**src/rtl/d2i_pkg.sv**
```systemverilog
// Shared types and constants for the double-to-integer conversion pipeline.
// Used by every stage module and by the top level; depends on nothing.
package d2i_pkg;

  localparam int unsigned ExpW  = 11;
  localparam int unsigned MantW = 53;
  localparam int unsigned IntW  = 64;
  localparam int unsigned ShW   = 6;

  localparam logic [ShW-1:0]  SHIFT_BASE = 6'h3E;
  localparam logic [ExpW-1:0] EXP_BIAS   = 11'h3FF;
  localparam logic [ExpW-1:0] LIMIT_S32  = 11'd1053;
  localparam logic [ExpW-1:0] LIMIT_U32  = 11'd1085;
  localparam logic [ExpW-1:0] LIMIT_S64  = 11'd1085;
  localparam logic [ExpW-1:0] LIMIT_U64  = 11'd1086;

  localparam logic [IntW-1:0] FILL_S32  = 64'hFFFF_FFFF_8000_0000;
  localparam logic [IntW-1:0] FILL_MSB  = 64'h8000_0000_0000_0000;
  localparam logic [IntW-1:0] MASK_LO32 = 64'h0000_0000_FFFF_FFFF;

  typedef struct packed {
    logic             neg;
    logic             sgn;
    logic             w32;
    logic             ovf;
    logic             unf;
    logic [ShW-1:0]   sh;
    logic [MantW-1:0] mant;
  } d2i_dec_t;

  typedef struct packed {
    logic            neg;
    logic            sgn;
    logic            w32;
    logic            ovf;
    logic            unf;
    logic [IntW-1:0] mag;
  } d2i_mag_t;

  typedef struct packed {
    logic [IntW-1:0] res;
    logic            ovf;
    logic            unf;
  } d2i_res_t;

endpackage

```
**src/rtl/d2i_decode.sv**
```systemverilog
// First stage: split the double, classify the exponent against the mode limit
// and form the shift amount. Depends on d2i_pkg.
module d2i_decode (
  input  logic               clk,
  input  logic               rst_n,
  input  logic               up_valid,
  output logic               up_stall,
  input  logic [63:0]        operand_bits,
  input  logic               is_signed,
  input  logic               is_word32,
  output logic               dn_valid,
  input  logic               dn_stall,
  output d2i_pkg::d2i_dec_t  dn_data
);

  logic              valid_r;
  d2i_pkg::d2i_dec_t data_r;
  d2i_pkg::d2i_dec_t data_nxt;
  logic              adv;
  logic [10:0]       expo;
  logic [10:0]       limit;
  logic              neg;

  assign adv      = !valid_r || !dn_stall;
  assign up_stall = !adv;
  assign dn_valid = valid_r;
  assign dn_data  = data_r;

  always_comb begin
    neg   = operand_bits[63];
    expo  = operand_bits[62:52];
    if (is_word32) begin
      limit = is_signed ? d2i_pkg::LIMIT_S32 : d2i_pkg::LIMIT_U32;
    end else begin
      limit = (is_signed || neg) ? d2i_pkg::LIMIT_S64 : d2i_pkg::LIMIT_U64;
    end
    data_nxt.neg  = neg;
    data_nxt.sgn  = is_signed;
    data_nxt.w32  = is_word32;
    data_nxt.ovf  = expo > limit;
    data_nxt.unf  = !(expo > limit) && (expo < d2i_pkg::EXP_BIAS);
    data_nxt.sh   = d2i_pkg::SHIFT_BASE - expo[5:0];
    data_nxt.mant = {(expo != 11'd0), operand_bits[51:0]};
  end

  always_ff @(posedge clk) begin
    if (!rst_n) begin
      valid_r <= 1'b0;
    end else if (adv) begin
      valid_r <= up_valid;
    end
  end

  always_ff @(posedge clk) begin
    if (adv && up_valid) begin
      data_r <= data_nxt;
    end
  end

endmodule

```
**src/rtl/d2i_shift.sv**
```systemverilog
// Second stage: align the mantissa at bit 63 and shift it right to the
// integer magnitude. Depends on d2i_pkg.
module d2i_shift (
  input  logic               clk,
  input  logic               rst_n,
  input  logic               up_valid,
  output logic               up_stall,
  input  d2i_pkg::d2i_dec_t  up_data,
  output logic               dn_valid,
  input  logic               dn_stall,
  output d2i_pkg::d2i_mag_t  dn_data
);

  logic              valid_r;
  d2i_pkg::d2i_mag_t data_r;
  d2i_pkg::d2i_mag_t data_nxt;
  logic              adv;
  logic [63:0]       aligned;

  assign adv      = !valid_r || !dn_stall;
  assign up_stall = !adv;
  assign dn_valid = valid_r;
  assign dn_data  = data_r;

  always_comb begin
    aligned      = {up_data.mant, 11'b0};
    data_nxt.neg = up_data.neg;
    data_nxt.sgn = up_data.sgn;
    data_nxt.w32 = up_data.w32;
    data_nxt.ovf = up_data.ovf;
    data_nxt.unf = up_data.unf;
    if (up_data.ovf || up_data.unf) begin
      data_nxt.mag = '0;
    end else begin
      data_nxt.mag = aligned >> up_data.sh;
    end
  end

  always_ff @(posedge clk) begin
    if (!rst_n) begin
      valid_r <= 1'b0;
    end else if (adv) begin
      valid_r <= up_valid;
    end
  end

  always_ff @(posedge clk) begin
    if (adv && up_valid) begin
      data_r <= data_nxt;
    end
  end

endmodule

```
**src/rtl/d2i_fill.sv**
```systemverilog
// Third stage: negate the magnitude of a negative input and apply the upper-bit fill
// or mask of the mode; its register drives the result channel. Depends on d2i_pkg.
module d2i_fill (
  input  logic               clk,
  input  logic               rst_n,
  input  logic               up_valid,
  output logic               up_stall,
  input  d2i_pkg::d2i_mag_t  up_data,
  output logic               dn_valid,
  input  logic               dn_stall,
  output d2i_pkg::d2i_res_t  dn_data
);

  logic              valid_r;
  d2i_pkg::d2i_res_t data_r;
  d2i_pkg::d2i_res_t data_nxt;
  logic              adv;
  logic              res_neg;
  logic [63:0]       res;

  assign adv      = !valid_r || !dn_stall;
  assign up_stall = !adv;
  assign dn_valid = valid_r;
  assign dn_data  = data_r;

  always_comb begin
    res_neg = (up_data.neg || up_data.ovf) && !up_data.unf;
    res     = up_data.neg ? (~up_data.mag + 64'd1) : up_data.mag;
    if (up_data.sgn) begin
      if (res_neg) begin
        res = res | (up_data.w32 ? d2i_pkg::FILL_S32 : d2i_pkg::FILL_MSB);
      end
    end else if (up_data.w32) begin
      res = res & d2i_pkg::MASK_LO32;
    end else if (up_data.ovf) begin
      res = res | d2i_pkg::FILL_MSB;
    end
    data_nxt.res = res;
    data_nxt.ovf = up_data.ovf;
    data_nxt.unf = up_data.unf;
  end

  always_ff @(posedge clk) begin
    if (!rst_n) begin
      valid_r <= 1'b0;
    end else if (adv) begin
      valid_r <= up_valid;
    end
  end

  always_ff @(posedge clk) begin
    if (adv && up_valid) begin
      data_r <= data_nxt;
    end
  end

endmodule

```
**src/rtl/double_to_integer_convert_unit.sv**
```systemverilog
// Top level of the double-to-integer conversion unit: decode, shift and fill
// stages in a row. Depends on d2i_pkg, d2i_decode, d2i_shift and d2i_fill.
//
// Usage:
//   Input channel: in_valid / in_stall with in_operand_bits (raw double),
//   in_is_signed and in_is_word32. A transaction is taken at a clock edge
//   where in_valid is high and in_stall is low.
//   Result channel: out_valid / out_stall with out_int_result,
//   out_overflow_flag and out_underflow_flag, one result per transaction,
//   in order.
//   Pipeline: three register stages (decode, mantissa shift, negate and
//   fill); out_valid rises once a transaction has passed all three, and the
//   result is taken at an edge where out_valid is high and out_stall is low.
//   Throughput: one transaction per cycle while out_stall is low.
//   Stall: a stalled result holds its payload; each stage advances whenever
//   the stage after it is empty or moving, so bubbles close up and up to
//   three transactions stay buffered before in_stall is raised.
//   Reset: rst_n low for one edge empties all stages; there is no other
//   state and no configuration.
module double_to_integer_convert_unit (
  input  logic        clk,
  input  logic        rst_n,
  input  logic        in_valid,
  output logic        in_stall,
  input  logic [63:0] in_operand_bits,
  input  logic        in_is_signed,
  input  logic        in_is_word32,
  output logic        out_valid,
  input  logic        out_stall,
  output logic [63:0] out_int_result,
  output logic        out_overflow_flag,
  output logic        out_underflow_flag
);

  logic              s1_valid;
  logic              s1_stall;
  d2i_pkg::d2i_dec_t s1_data;
  logic              s2_valid;
  logic              s2_stall;
  d2i_pkg::d2i_mag_t s2_data;
  d2i_pkg::d2i_res_t s3_data;

  d2i_decode u_decode (
    .clk          (clk),
    .rst_n        (rst_n),
    .up_valid     (in_valid),
    .up_stall     (in_stall),
    .operand_bits (in_operand_bits),
    .is_signed    (in_is_signed),
    .is_word32    (in_is_word32),
    .dn_valid     (s1_valid),
    .dn_stall     (s1_stall),
    .dn_data      (s1_data)
  );

  d2i_shift u_shift (
    .clk      (clk),
    .rst_n    (rst_n),
    .up_valid (s1_valid),
    .up_stall (s1_stall),
    .up_data  (s1_data),
    .dn_valid (s2_valid),
    .dn_stall (s2_stall),
    .dn_data  (s2_data)
  );

  d2i_fill u_fill (
    .clk      (clk),
    .rst_n    (rst_n),
    .up_valid (s2_valid),
    .up_stall (s2_stall),
    .up_data  (s2_data),
    .dn_valid (out_valid),
    .dn_stall (out_stall),
    .dn_data  (s3_data)
  );

  assign out_int_result     = s3_data.res;
  assign out_overflow_flag  = s3_data.ovf;
  assign out_underflow_flag = s3_data.unf;

  a_flags_exclusive: assert property (@(posedge clk) disable iff (!rst_n)
    out_valid |-> !(out_overflow_flag && out_underflow_flag))
    else $error("overflow and underflow raised together");

  a_underflow_zero: assert property (@(posedge clk) disable iff (!rst_n)
    (out_valid && out_underflow_flag) |-> (out_int_result == 64'd0))
    else $error("underflow result not zero");

  a_stall_full: assert property (@(posedge clk) disable iff (!rst_n)
    in_stall |-> (out_valid && out_stall && s1_valid && s2_valid))
    else $error("input stalled with room in the pipeline");

  a_no_bubble_hold: assert property (@(posedge clk) disable iff (!rst_n)
    (s2_valid && !out_valid) |=> out_valid)
    else $error("filled stage did not advance into empty output");

endmodule

```
**config.mk**
```make
export PLATFORM = sky130hd
export DESIGN_NAME = double_to_integer_convert_unit
export DESIGN_NICKNAME = d
export VERILOG_FILES = /design/src/rtl/d2i_pkg.sv /design/src/rtl/d2i_decode.sv /design/src/rtl/d2i_shift.sv /design/src/rtl/d2i_fill.sv /design/src/rtl/double_to_integer_convert_unit.sv
export SDC_FILE = /design/constraint.sdc
export NUM_CORES = 1
export LEC_CHECK = 0
export BUFFER_PORTS_ARGS = -buffer_cell sky130_fd_sc_hd__buf_2
export CAP_MARGIN = 0
export CORE_MARGIN = 10
export CORE_UTILIZATION = 60
export CTS_BUF_LIST = sky130_fd_sc_hd__clkbuf_8
export DETAILED_ROUTE_END_ITERATION = 16
export HOLD_SLACK_MARGIN = 0.05
export PLACE_DENSITY_LB_ADDON = 0.2
export SKIP_LAST_GASP = 1
export SLEW_MARGIN = 10
export SYNTH_ARGS = -nofsm -noshare
export SYNTH_HDL_FRONTEND = slang
export SYNTH_HIERARCHICAL = 1
export SYNTH_SLANG_ARGS = --single-unit
```
**constraint.sdc**
```tcl
create_clock -name clk -period 11.4 [get_ports clk]
set_input_delay 0 -clock clk [delete_from_list [all_inputs] [get_ports clk]]
set_output_delay 0 -clock clk [all_outputs]
set_load 0.03 [all_outputs]
```
==> impl_results.md, run 1 <==
- Outcome: finished clean
- EDFF count, synth: 199
- Clock Pin Slew Worst Setup and Hold Paths: 0.07 ns
- Critical path startpoint category: flip-flop
- Hold Path Depth: 2
- Dominant combinational cell family by area after synthesis: multiplexers
- Later-pin clock latency in the skew report: 0.59 ns
- Share of synthesized area spent on multiplexers: 18.3%
- Total I/O pin count: 138
- Number of H-tree branching levels: 1
- RSZ-0062 raised after global routing: false
- Shortest clock period the worst path allows after layout: 3.63 ns
- Async set-or-reset flop fraction in the synthesized netlist: 0%
- Root cell of the clock tree: clkbuf_8
- Pwr Total: 0.00194 W
- Switching Fraction: 31.2%
- Die Ht: 164 um
- Leakage: 5.15 nW
- Maximum clock skew at final layout: 0.0120 ns
- Maximum fanout count along the critical path: 71
- Combined global-route utilization of all metal layers: 25.5%
- Starting utilization of the core area: 61.2%
- Total of fill cells in the finished design: 1432
- Router iterations before antenna repair: 6
- Post-synthesis share of cell area spent on and, or, nand and nor gates: 13.0%
- Routed length per placed instance: 22.9 um
- Gate Count Post-Synth: 1040
- Clock power frac: 27.4%
- Share of the synthesized netlist area taken by xor and xnor gates: 3.16%
- Total setup violations reported at the end of the flow: 0
- Placer congestion estimate: 1.02
- Relative contribution of combinational cells to total power: 25.0%
- Worst slew pin tran: 1.11 ns
- Top cell type's share of synthesized area: 47.9%
- Post-synthesis cell type with the largest combined area: edfxtp_1
- Number of vias in the routed layout: 9771
- FF-to-FF setup slack: 7.77 ns
- Worst hold path class: input port to flip-flop
- Max-cap violations: 0
- Kind of capture point of the worst setup path: flip-flop
- Diode insertion count for antenna repair: 0
- Hold WS: 0.128 ns
- Path type of the worst setup path: flip-flop to flip-flop
- Number of global-route vias before repair: 9527
- Setup TNS Final: 0 ns
- End-of-flow core utilization: 71.4%
- CTS tree: built
- # rows: 52
- Total number of clock tree sinks: 202
- Number of distinct library cells after synthesis: 80
- Detailed placer's ending HPWL: 23600 um
- Count of state elements after synthesis: 202
- Number of I/O port buffers: 137
- Initial antenna violation count: 1
- Portion of the clock cycle consumed by the worst path in the final layout: 31.8%
- Area of the core region: 0.0204 mm2
- Top cells by area in the synthesized netlist: edfxtp_1 48%, mux4_2 9.6%, mux2i_1 4.3%
- Pin count of the biggest net entering global routing: 87
- Final Net Count: 1299
- Fraction of layout cells with a size suffix above 1: 24.3%
- Sequential cell area fraction in the yosys report: 48.4%
- Bufs on Longest Clock Path: 3
- Global-route wire length before repair: 54700 um
- Most frequent cells after synthesis: 199 x edfxtp_1, 69 x nand2_1, 69 x nor2_1
- Most common cell in the netlist: edfxtp_1
- Pwr/cell area: 133 mW/mm2
- Detail Route Antenna Nets: 0
- Internal: 0.00133 W
- Final hold vios: 0
- Max Slew Vio Count: 0
- Worst Reg-to-Reg Cells: 6
- Dpl cell area: 0.0132 mm2
- Highest attainable clock frequency: 276 MHz
- Synth Net Count: 1116
- Area share of fa/ha/maj cells after synthesis: 0.602%
- Horizontal die dimension: 164 um
- GRT Residual Overflow: 0
- Compound-Gate Fraction of Synth Area: 12.9%
- Prevailing post-synth register cell: edfxtp_1
- Remaining design rule violation count: 0
- Maximum vdd drop: 0.113 mV
- Portion of total power attributed to sequential cells: 47.6%
- Vias per inst: 6.44
- Arrival time at the worst endpoint: 3.92 ns
- Average cell area after synthesis: 12.0 um2
- Iteration-0 DRC count of the detailed router: 1193
- Net switching power: 0.000605 W
- Total die area: 0.0269 mm2
- Layout overhead on the synthesized area: 16.6%
- Headroom to the max-slew limit: 25.4%
- Total routed wirelength: 34700 um
- Setup Fix Bufs, Post-CTS: 0
- Fin area: 0.0145 mm2
- Post-synth design cell area: 0.0125 mm2
- Number of buffers created by CTS: 31
- Data required time of the critical path: 11.69 ns
- YS warnings: 6
-- stage by stage --
| step | worst slack, ns | instances |
|---|---|---|
| 3_5_place_dp | 7.65 | 1386 |
| 4_1_cts | 7.65 | 1517 |
| 3_3_place_gp | 7.75 | 1386 |
| 6_report | 7.77 | 1517 |
| 5_1_grt | 7.58 | 1517 |
| 2_1_floorplan | 7.00 | 1040 |
-- cell families after synthesis --
| logic type | count (synthesis) |
|---|---|
| XOR/XNOR | 45 |
| AO/OA/AOI/OAI | 222 |
| AND/OR/NAND/NOR | 316 |
| buffers and inverters | 97 |
| adder cells (fa/ha/maj) | 6 |
| multiplexers | 152 |
| flip-flops | 202 |
-- sequential cells by signal, indices dropped and copies added (netlist names) --
signal,count
u_decode/dn_valid,1
u_shift/dn_data,69
u_fill/dn_valid,1
u_shift/dn_valid,1
u_fill/dn_data,66
u_decode/dn_data,64
-- layout make-up --
cell class | count | area (um2) | area share, %
sequential | 202 | 6040 | 41.5
multi-input combinational | 741 | 6000 | 41.3
timing repair buffer | 226 | 1540 | 10.6
clock buffer | 31 | 427 | 2.94
tap | 270 | 338 | 2.32
clock inverter | 26 | 114 | 0.783
inverter | 21 | 78.8 | 0.542
-- power by group through the flow --
stage | clock network [W] | logic, W | registers [W]
CTS | 0.000531 | 0.000469 | 0.000921
global placement | 0 | 0.000443 | 0.000934
detailed placement | 0 | 0.000447 | 0.000936
finish | 0.000532 | 0.000485 | 0.000923
floorplan | 0 | 0.000317 | 0.000939
global route | 0.000582 | 0.000515 | 0.000928
-- routing by layer --
layer | part of all wire, % | track usage (%)
met5 | 0.037 | 0
met4 | 3.5 | 9.14
met3 | 9.1 | 5.31
met2 | 48 | 41.1
met1 | 40 | 33.4
-- final timing paths --
| check | from | endpoint |
|---|---|---|
| setup / recovery | u_decode/dn_data[54] | u_shift/dn_data[15] |
| hold / removal | in_operand_bits[40] | u_decode/dn_data[40] |
| setup reg to reg | u_decode/dn_data[54] | u_shift/dn_data[15] |
| hold reg to reg | u_decode/dn_data[62] | u_shift/dn_data[67] |
-- worst max-delay path: stages, from the launching register on --
cell	delay [ns]
edfxtp_1	0.67
buf_4	0.86
mux4_2	0.65
mux2i_1	0.24
o22ai_1	0.12
o21ai_0	0.55
o21ai_1	0.19
-- what timing repair did --
action                    4_1_cts  5_1_grt
hold buffers                   74        0
hold endpoints to repair       67        0
resized for setup               0        0
-- cell usage in the layout, fill, tap and decap left out, drive strengths merged, types with 12 or more instances in the layout --
cell type	count
nand3	33
o22ai	12
a21oi	26
nor3	35
nand2	69
mux2i	56
dlygate4sd3	74
or3	22
xor2	14
o21ai	38
nor4	15
o41ai	18
clkbuf	31
inv	30
buf	152
mux4	54
o221ai	12
nor2b	13
nor2	69
xnor2	31
a31oi	12
o31ai	16
edfxtp	199
mux2	42
clkinv	15
(Power assumes the default switching activity.)
==> run 2, diff against run 1 <==
CORE_UTILIZATION = 55   (was 60)
clock period = 3.2 ns   (was 11.4 ns; I/O delays follow)
==> run 2 against run 1 <==
  * Sequential power grew to 3.6 times the previous value
  * Worst hold slack better by 0.023 ns
  * Critical path depth is 1 lower
  * Design area is 3.3% higher
  * Final cell count is 3.5% higher
  * Clock skew is 0.023 ns higher
  * Combinational power grew to 3.7 times the previous value
  * Via count is 1.4% higher
==> impl_results.md, run 2 (same netlist as run 1, synthesis figures left out) <==
- Bufs on Longest Clock Path: 3 (unchanged)
- RSZ-0062 raised after global routing: false
- Most frequent cells in the layout: 199 x edfxtp_1, 137 x buf_2, 74 x dlygate4sd3_1
- Worst hold path class: input port to flip-flop
- Combined global-route utilization of all metal layers: 23.8% (-1.7 points)
- Area of the multi-input gates: 0.00600 mm2 (about the same)
- Worst r2r src: u_shift/dn_data[12]
- Diode insertion count for antenna repair: 0 (unchanged)
- Detail Route Antenna Nets: 0 (unchanged)
- Remaining design rule violation count: 0 (unchanged)
- Pwr/cell area: 490 mW/mm2 (+270%)
- Total setup violations reported at the end of the flow: 0 (unchanged)
- Number of flip-flops under the largest register name: 69 (unchanged)
- CP cell instances: or4_4, or4_4, or3_4, or3_1, o311a_1
- Number of I/O port buffers: 137 (unchanged)
- Area of the core region: 0.0225 mm2 (+11%)
- Dpl cell area: 0.0136 mm2 (+2.7%)
- Number of buffers created by CTS: 34 (+9.7%)
- Detailed placer's ending HPWL: 24600 um (+4.0%)
- Setup slack after placement: 0.329 ns (-7.33 ns)
- Number of global-route vias before repair: 9778 (+2.6%)
- Clock Pin Slew Worst Setup and Hold Paths: 0.07 ns (about the same)
- Total routed wirelength: 35100 um (+1.2%)
- Shortest clock period the worst path allows after layout: 2.91 ns (-0.718 ns)
- Root cell of the clock tree: clkbuf_8
- Later-pin clock latency in the skew report: 0.54 ns (-0.05 ns)
- # rows: 55 (+5.8%)
- Critical path startpoint category: flip-flop
- FF-to-FF setup slack: 0.29 ns (-7.48 ns)
- Hold-critical path endpoint: u_decode/dn_data[60]
- Kind of capture point of the worst setup path: flip-flop
- Number of vias in the routed layout: 9911 (+1.4%)
- Number of gates resized after CTS: 0 (unchanged)
- Maximum clock skew at final layout: 0.0346 ns (+0.0226 ns)
- Router iterations before antenna repair: 5 (-1)
- Buffers plus inverters on the worst setup path: 0 (-1)
- Setup slack after layout: 0.289 ns (-7.48 ns)
- Fraction of layout cells with a size suffix above 1: 26.7% (+2.4 points)
- Maximum fanout count along the critical path: 10 (-86%)
- Initial antenna violation count: 0 (-1)
- Maximum vdd drop: 0.416 mV (+270%)
- Worst slew pin tran: 0.890 ns (-0.220 ns)
- Hold Path Depth: 4 (+2)
- Routed length per placed instance: 22.4 um (-2.2%)
- Arrival time at the worst endpoint: 3.18 ns (-0.74 ns)
- Placer congestion estimate: 0.976 (-4.3%)
- Number of H-tree branching levels: 2 (+1)
- Path type of the worst setup path: flip-flop to flip-flop
- Fin area: 0.0150 mm2 (+3.3%)
- Layout overhead on the synthesized area: 20.5%
- Critical path depth: 5 (-1)
- Top Family by Delay on Critical Path: simple AND/OR/NAND/NOR gates
- Hold path startpoint: in_operand_bits[61]
- Max-cap violations: 0 (unchanged)
- Setup TNS Final: 0 ns (unchanged)
- CTS tree: built
- Total number of clock tree sinks: 202 (unchanged)
- Vias per inst: 6.31 (-2.0%)
- Reg2reg end: u_fill/dn_data[55]
- Die Ht: 171 um (+3.9%)
- GRT Residual Overflow: 0 (unchanged)
- Total I/O pin count: 138 (unchanged)
- Headroom to the max-slew limit: 40.7% (+15 points)
- Final Net Count: 1338 (+3.0%)
- Total of fill cells in the finished design: 1695 (+18%)
- Most repeated library cell on the critical path: or4_4
- End-of-flow core utilization: 66.7% (-4.6 points)
- Slowest stage cell, crit path: or4_4
- Global-route wire length before repair: 54800 um (+0.25%)
- Final hold vios: 0 (unchanged)
- Data required time of the critical path: 3.47 ns (-8.22 ns)
- Horizontal die dimension: 171 um (+3.9%)
- Starting utilization of the core area: 55.4% (-5.8 points)
- Max Slew Vio Count: 0 (unchanged)
- Iteration-0 DRC count of the detailed router: 936 (-22%)
- Worst path max stage delay: 0.56 ns (-0.30 ns)
- Leakage: 5.40 nW (+4.8%)
- Total die area: 0.0291 mm2 (+8.0%)
- Leading cell type in the layout, fill and taps excluded: edfxtp_1
- Pin count of the biggest net entering global routing: 84 (-3.4%)
- Highest attainable clock frequency: 344 MHz (+25%)
- Worst Reg-to-Reg Cells: 5 (-1)
- Reg area: 0.00604 mm2 (unchanged)
- Portion of the clock cycle consumed by the worst path in the final layout: 91.0% (+59 points)
- Outcome: finished clean
## run 2: changes by cell type in the layout (fill, tap and decap cells not counted)
cell,previous run,this run
clkinv_1,8,11
buf_4,15,45
bufinv_16,0,3
nor3_1,33,34
buf_12,0,6
inv_6,0,2
clkbuf_8,31,35
clkinv_2,7,5
nor3_2,2,1
clkinvlp_4,2,0
inv_1,29,23
## run 2: area by class of cell
| cell class | instances | share of cell area [%] |
|---|---|---|
| sequential | 202 | 40.2 |
| clock buffer | 35 | 3.21 |
| timing repair buffer | 262 | 12.5 |
| inverter | 21 | 0.525 |
| clock inverter | 24 | 1.23 |
| multi-input combinational | 741 | 39.9 |
| tap | 285 | 2.37 |
## run 2: layer usage
layer | vias up | track usage, % | part of all wire [%]
met3 | 81 | 4.75 | 8.4
met4 | 0 | 9.04 | 3.2
met1 | 4748 | 31.5 | 41
li1 | 4598 | - | -
met2 | 484 | 37.8 | 47
met5 | - | 0 | 0
## run 2: tightest hold or removal path, cell delays in order
cell     delay (ns)
buf_2          0.10
nor4_2         0.05
a41o_1         0.22
a31oi_1        0.16
## run 2: worst max path at each step
stage / startpoint / end / slack, ns
after floorplan: u_fill/dn_valid / u_decode/dn_data[0] / -0.001
after global placement: u_shift/dn_data[12] / u_fill/dn_data[55] / 0.38
after detailed placement: u_shift/dn_data[12] / u_fill/dn_data[55] / 0.33
after CTS: u_shift/dn_data[12] / u_fill/dn_data[55] / 0.30
after global routing: u_shift/dn_data[0] / u_fill/dn_data[54] / 0.16
final: u_shift/dn_data[12] / u_fill/dn_data[55] / 0.29
## run 2: metrics by stage
step / hold WS, ns / instances / total power, W
3_5_place_dp: 0.178 / 1437 / 0.00501
2_1_floorplan: 0.0989 / 1040 / 0.00447
5_1_grt: 0.130 / 1570 / 0.00767
4_1_cts: 0.106 / 1570 / 0.00736
3_3_place_gp: 0.176 / 1437 / 0.00500
6_report: 0.151 / 1570 / 0.00736
## run 2: what timing repair did
item,in CTS,in global routing
hold buffers,74,0
endpoints found under the setup margin,0,0
buffers inserted,0,0
endpoints found under the hold margin,67,0
## run 2: report_power, final
part	switching, W	internal [W]	leakage [nW]
Sequential	0.000174	0.00312	1.85
Clock	0.00101	0.00127	0.360
Combinational	0.00100	0.000781	3.19
Total	0.00219	0.00517	5.40
==> run 3, diff against run 2 <==
--- a/config.mk
+++ b/config.mk
@@ -6,8 +6,9 @@
 export NUM_CORES = 1
 export LEC_CHECK = 0
+export ABC_AREA = 1
 export BUFFER_PORTS_ARGS = -buffer_cell sky130_fd_sc_hd__buf_2
 export CAP_MARGIN = 0
 export CORE_MARGIN = 10
-export CORE_UTILIZATION = 55
+export CORE_UTILIZATION = 56
 export CTS_BUF_LIST = sky130_fd_sc_hd__clkbuf_8
 export DETAILED_ROUTE_END_ITERATION = 16
==> constraint.sdc (replaced) <==
create_clock -name clk -period 3.2 [get_ports clk]
set_input_delay 0 -clock clk [delete_from_list [all_inputs] [get_ports clk]]
set_output_delay 0 -clock clk [all_outputs]
set_load 0.1 [all_outputs]
==> run 3 against run 2 <==
  * Setup slack improved by 0.49 ns
  * Final cell count is 40% higher
  * Design area grew 1.5%
  * Highest routed layer unchanged
==> impl_results.md, run 3 <==
- Maximum fanout count along the critical path: 36 (+26)
- Number of placed instances, taps included: 2059 (+43%)
- Path type of the worst setup path: flip-flop to flip-flop
- Internal: 0.00489 W (-5.5%)
- Leading cell type in the layout, fill and taps excluded: nand2_1
- Global-route wire length before repair: 70000 um (+28%)
- Number of buffers created by CTS: 35 (+2.9%)
- Router iterations before antenna repair: 11 (+6)
- Number of global-route vias before repair: 12500 (+28%)
- Worst hold path class: input port to flip-flop
- Most frequent cells after synthesis: 576 x nand2_1, 390 x nand3_1, 199 x edfxtp_1
- End-of-flow core utilization: 67.4% (+0.61 points)
- Sequential cell area fraction in the yosys report: 47.0% (-1.4 points)
- RSZ-0062 raised after global routing: false
- Clock Pin Slew Worst Setup and Hold Paths: 0.07 ns (about the same)
- CP cell instances: inv_2, buf_4, nand2_1, nand3_1, nand3_1, nand2_1, nand2_1, nand2_1, inv_1, nand2_1, nand2_1, nand2_1
- Critical path startpoint category: flip-flop
- GRT Residual Overflow: 0 (unchanged)
- Outcome: finished clean
- Later-pin clock latency in the skew report: 0.55 ns (about the same)
- Top Family by Delay on Critical Path: simple AND/OR/NAND/NOR gates
- Remaining design rule violation count: 0 (unchanged)
- Starting utilization of the core area: 56.7% (+1.3 points)
- EDFF count, synth: 199 (unchanged)
- Final Net Count: 1964 (+47%)
- Top cell type's share of synthesized area: 46.5% (-1.4 points)
- Maximum vdd drop: 0.450 mV (+8.1%)
- Clock power frac: 34.7% (+3.7 points)
- Kind of capture point of the worst setup path: flip-flop
- Number of flip-flops under the largest register name: 69 (unchanged)
- Arrival time at the worst endpoint: 2.77 ns (-0.41 ns)
- Most frequent cells in the layout: 576 x nand2_1, 390 x nand3_1, 199 x edfxtp_1
- Die Ht: 171 um (+0.53%)
- Iteration-0 DRC count of the detailed router: 1706 (+82%)
- Total setup violations reported at the end of the flow: 0 (unchanged)
- Maximum clock skew at final layout: 0.0338 ns (-0.000848 ns)
- Top cells by area in the synthesized netlist: edfxtp_1 47%, nand2_1 17%, nand3_1 15%
- Number of hold buffers added after cts: 77 (+4.1%)
- Pin count of the biggest net entering global routing: 67 (-20%)
- # rows: 55 (unchanged)
- Total number of clock tree sinks: 202 (unchanged)
- Fraction of layout cells with a size suffix above 1: 13.6% (-13 points)
- Area of the core region: 0.0226 mm2 (+0.61%)
- Bufs on Longest Clock Path: 3 (unchanged)
- Total I/O pin count: 138 (unchanged)
- Post-synth design cell area: 0.0128 mm2 (+3.0%)
- Slowest stage cell, crit path: inv_2
- Switching Fraction: 32.3% (+2.5 points)
- Shortest clock period the worst path allows after layout: 2.42 ns (-0.490 ns)
- Vias per inst: 5.92 (-6.2%)
- Post-synthesis cell type with the largest combined area: edfxtp_1
- Most common cell in the netlist: nand2_1
- Portion of the clock cycle consumed by the worst path in the final layout: 75.7% (-15 points)
- Leakage: 6.80 nW (+26%)
- Detailed placer's ending HPWL: 32200 um (+31%)
- Final Non-Filler Cells: 2199 (+40%)
- Setup TNS Final: 0 ns (unchanged)
- Async set-or-reset flop fraction in the synthesized netlist: 0% (unchanged)
- Data required time of the critical path: 3.55 ns (+0.08 ns)
- Most repeated library cell on the critical path: nand2_1
- Combined global-route utilization of all metal layers: 30.7% (+6.9 points)
- Net switching power: 0.00233 W (+6.5%)
- Number of distinct library cells after synthesis: 37 (-54%)
- Dpl cell area: 0.0138 mm2 (+1.0%)
- Number of H-tree branching levels: 2 (unchanged)
- Worst slew pin tran: 0.830 ns (-0.0604 ns)
- Portion of total power attributed to sequential cells: 43.6% (-1.2 points)
- Synth Net Count: 1766 (+58%)
- Count of state elements after synthesis: 202 (unchanged)
- Diode insertion count for antenna repair: 0 (unchanged)
- Fin area: 0.0152 mm2 (+1.5%)
- Average cell area after synthesis: 7.60 um2 (-37%)
- Max-cap violations: 0 (unchanged)
- Total die area: 0.0294 mm2 (+1.1%)
- Final hold vios: 0 (unchanged)
- Layout overhead on the synthesized area: 18.7%
- Root cell of the clock tree: clkbuf_8
- Horizontal die dimension: 171 um (+0.53%)
- Setup Fix Bufs, Post-CTS: 0 (unchanged)
- Gate Count Post-Synth: 1690 (+63%)
- Detail Route Antenna Nets: 0 (unchanged)
- YS warnings: 6 (unchanged)
- Max Slew Vio Count: 0 (unchanged)
- Initial antenna violation count: 0 (unchanged)
- Routed length per placed instance: 20.6 um (-8.1%)
- Pwr/cell area: 473 mW/mm2 (-3.4%)
- Buffers plus inverters on the worst setup path: 3 (+3)
- CTS tree: built
- Number of I/O port buffers: 137 (unchanged)
- Number of vias in the routed layout: 13000 (+31%)
- Highest attainable clock frequency: 413 MHz (+20%)
- Placer congestion estimate: 0.984 (+0.82%)
- Prevailing post-synth register cell: edfxtp_1
- Number of gates resized after CTS: 0 (unchanged)
- Worst path max stage delay: 0.49 ns (-0.07 ns)
- Relative contribution of combinational cells to total power: 21.8% (-2.4 points)
- Total routed wirelength: 45200 um (+29%)
- Headroom to the max-slew limit: 44.7% (+4.0 points)
[run 3: cell types whose count changed after synthesis, sizes merged, moves of 21 or more]
cell,delta
inv,+74
mux2,-42
mux2i,-56
mux4,-54
nand2,+513
nand3,+362
nor2,+126
nor3,-24
or3,-21
[run 3: final timing paths]
kind | start | to | slack (ns) | cells past startpoint
setup / recovery | u_decode/dn_data[53] | u_shift/dn_data[13] | 0.78 | 12
hold / removal | in_operand_bits[12] | u_decode/dn_data[12] | 0.17 | 2
setup reg to reg | u_decode/dn_data[53] | u_shift/dn_data[13] | 0.78 | 12
hold reg to reg | u_decode/dn_data[62] | u_shift/dn_data[67] | 0.42 | 0
[run 3: cells by family after synthesis]
group | synth area share (%)
AND/OR/NAND/NOR | 41.0
flip-flops | 47.0
buffers and inverters | 6.00
AO/OA/AOI/OAI | 2.88
XOR/XNOR | 2.59
adder cells (fa/ha/maj) | 0.584
[run 3: layout make-up]
| class | instances | area [um2] |
|---|---|---|
| Fill cell | 1846 | 7390 |
| Inverter | 96 | 360 |
| Multi-Input combinational cell | 1313 | 6070 |
| Clock buffer | 36 | 495 |
| Sequential cell | 202 | 6040 |
| Timing Repair Buffer | 240 | 1700 |
| Tap cell | 285 | 357 |
| Clock inverter | 27 | 230 |
[run 3: worst reg2reg max path, stage by stage (launching register included)]
cell,delay [ns]
edfxtp_1,0.43
inv_2,0.49
buf_4,0.31
nand2_1,0.11
nand3_1,0.12
nand3_1,0.17
nand2_1,0.11
nand2_1,0.06
nand2_1,0.09
inv_1,0.06
nand2_1,0.06
nand2_1,0.05
nand2_1,0.17
[run 3: power by group through the flow]
stage,Clock (W),Sequential (W),Combinational [W]
after floorplan,0,0.00336,0.000867
after global placement,0,0.00319,0.00142
after detailed placement,0,0.00319,0.00143
after CTS,0.00252,0.00314,0.00151
after global routing,0.00265,0.00315,0.00169
final,0.00250,0.00314,0.00157
[run 3: routing by layer]
layer  share of wire, %  track usage (%)  routed length [um]  up-vias
met5                  0                0                   0        -
met4                4.2             11.3                1910        0
met3                9.9             5.80                4470      174
met2                 48             52.2               21700      878
met1                 38             38.0               17100     5889
li1                   -                -                   -     6082
[run 3: stage by stage]
| step | hold WS [ns] | worst slack, ns | power [W] |
|---|---|---|---|
| finish | 0.167 | 0.779 | 0.00722 |
| global route | 0.165 | 0.661 | 0.00750 |
| CTS | 0.143 | 0.918 | 0.00717 |
| detailed placement | 0.178 | 0.971 | 0.00462 |
| global placement | 0.176 | 0.984 | 0.00461 |
| floorplan | 0.0989 | 0.176 | 0.00422 |
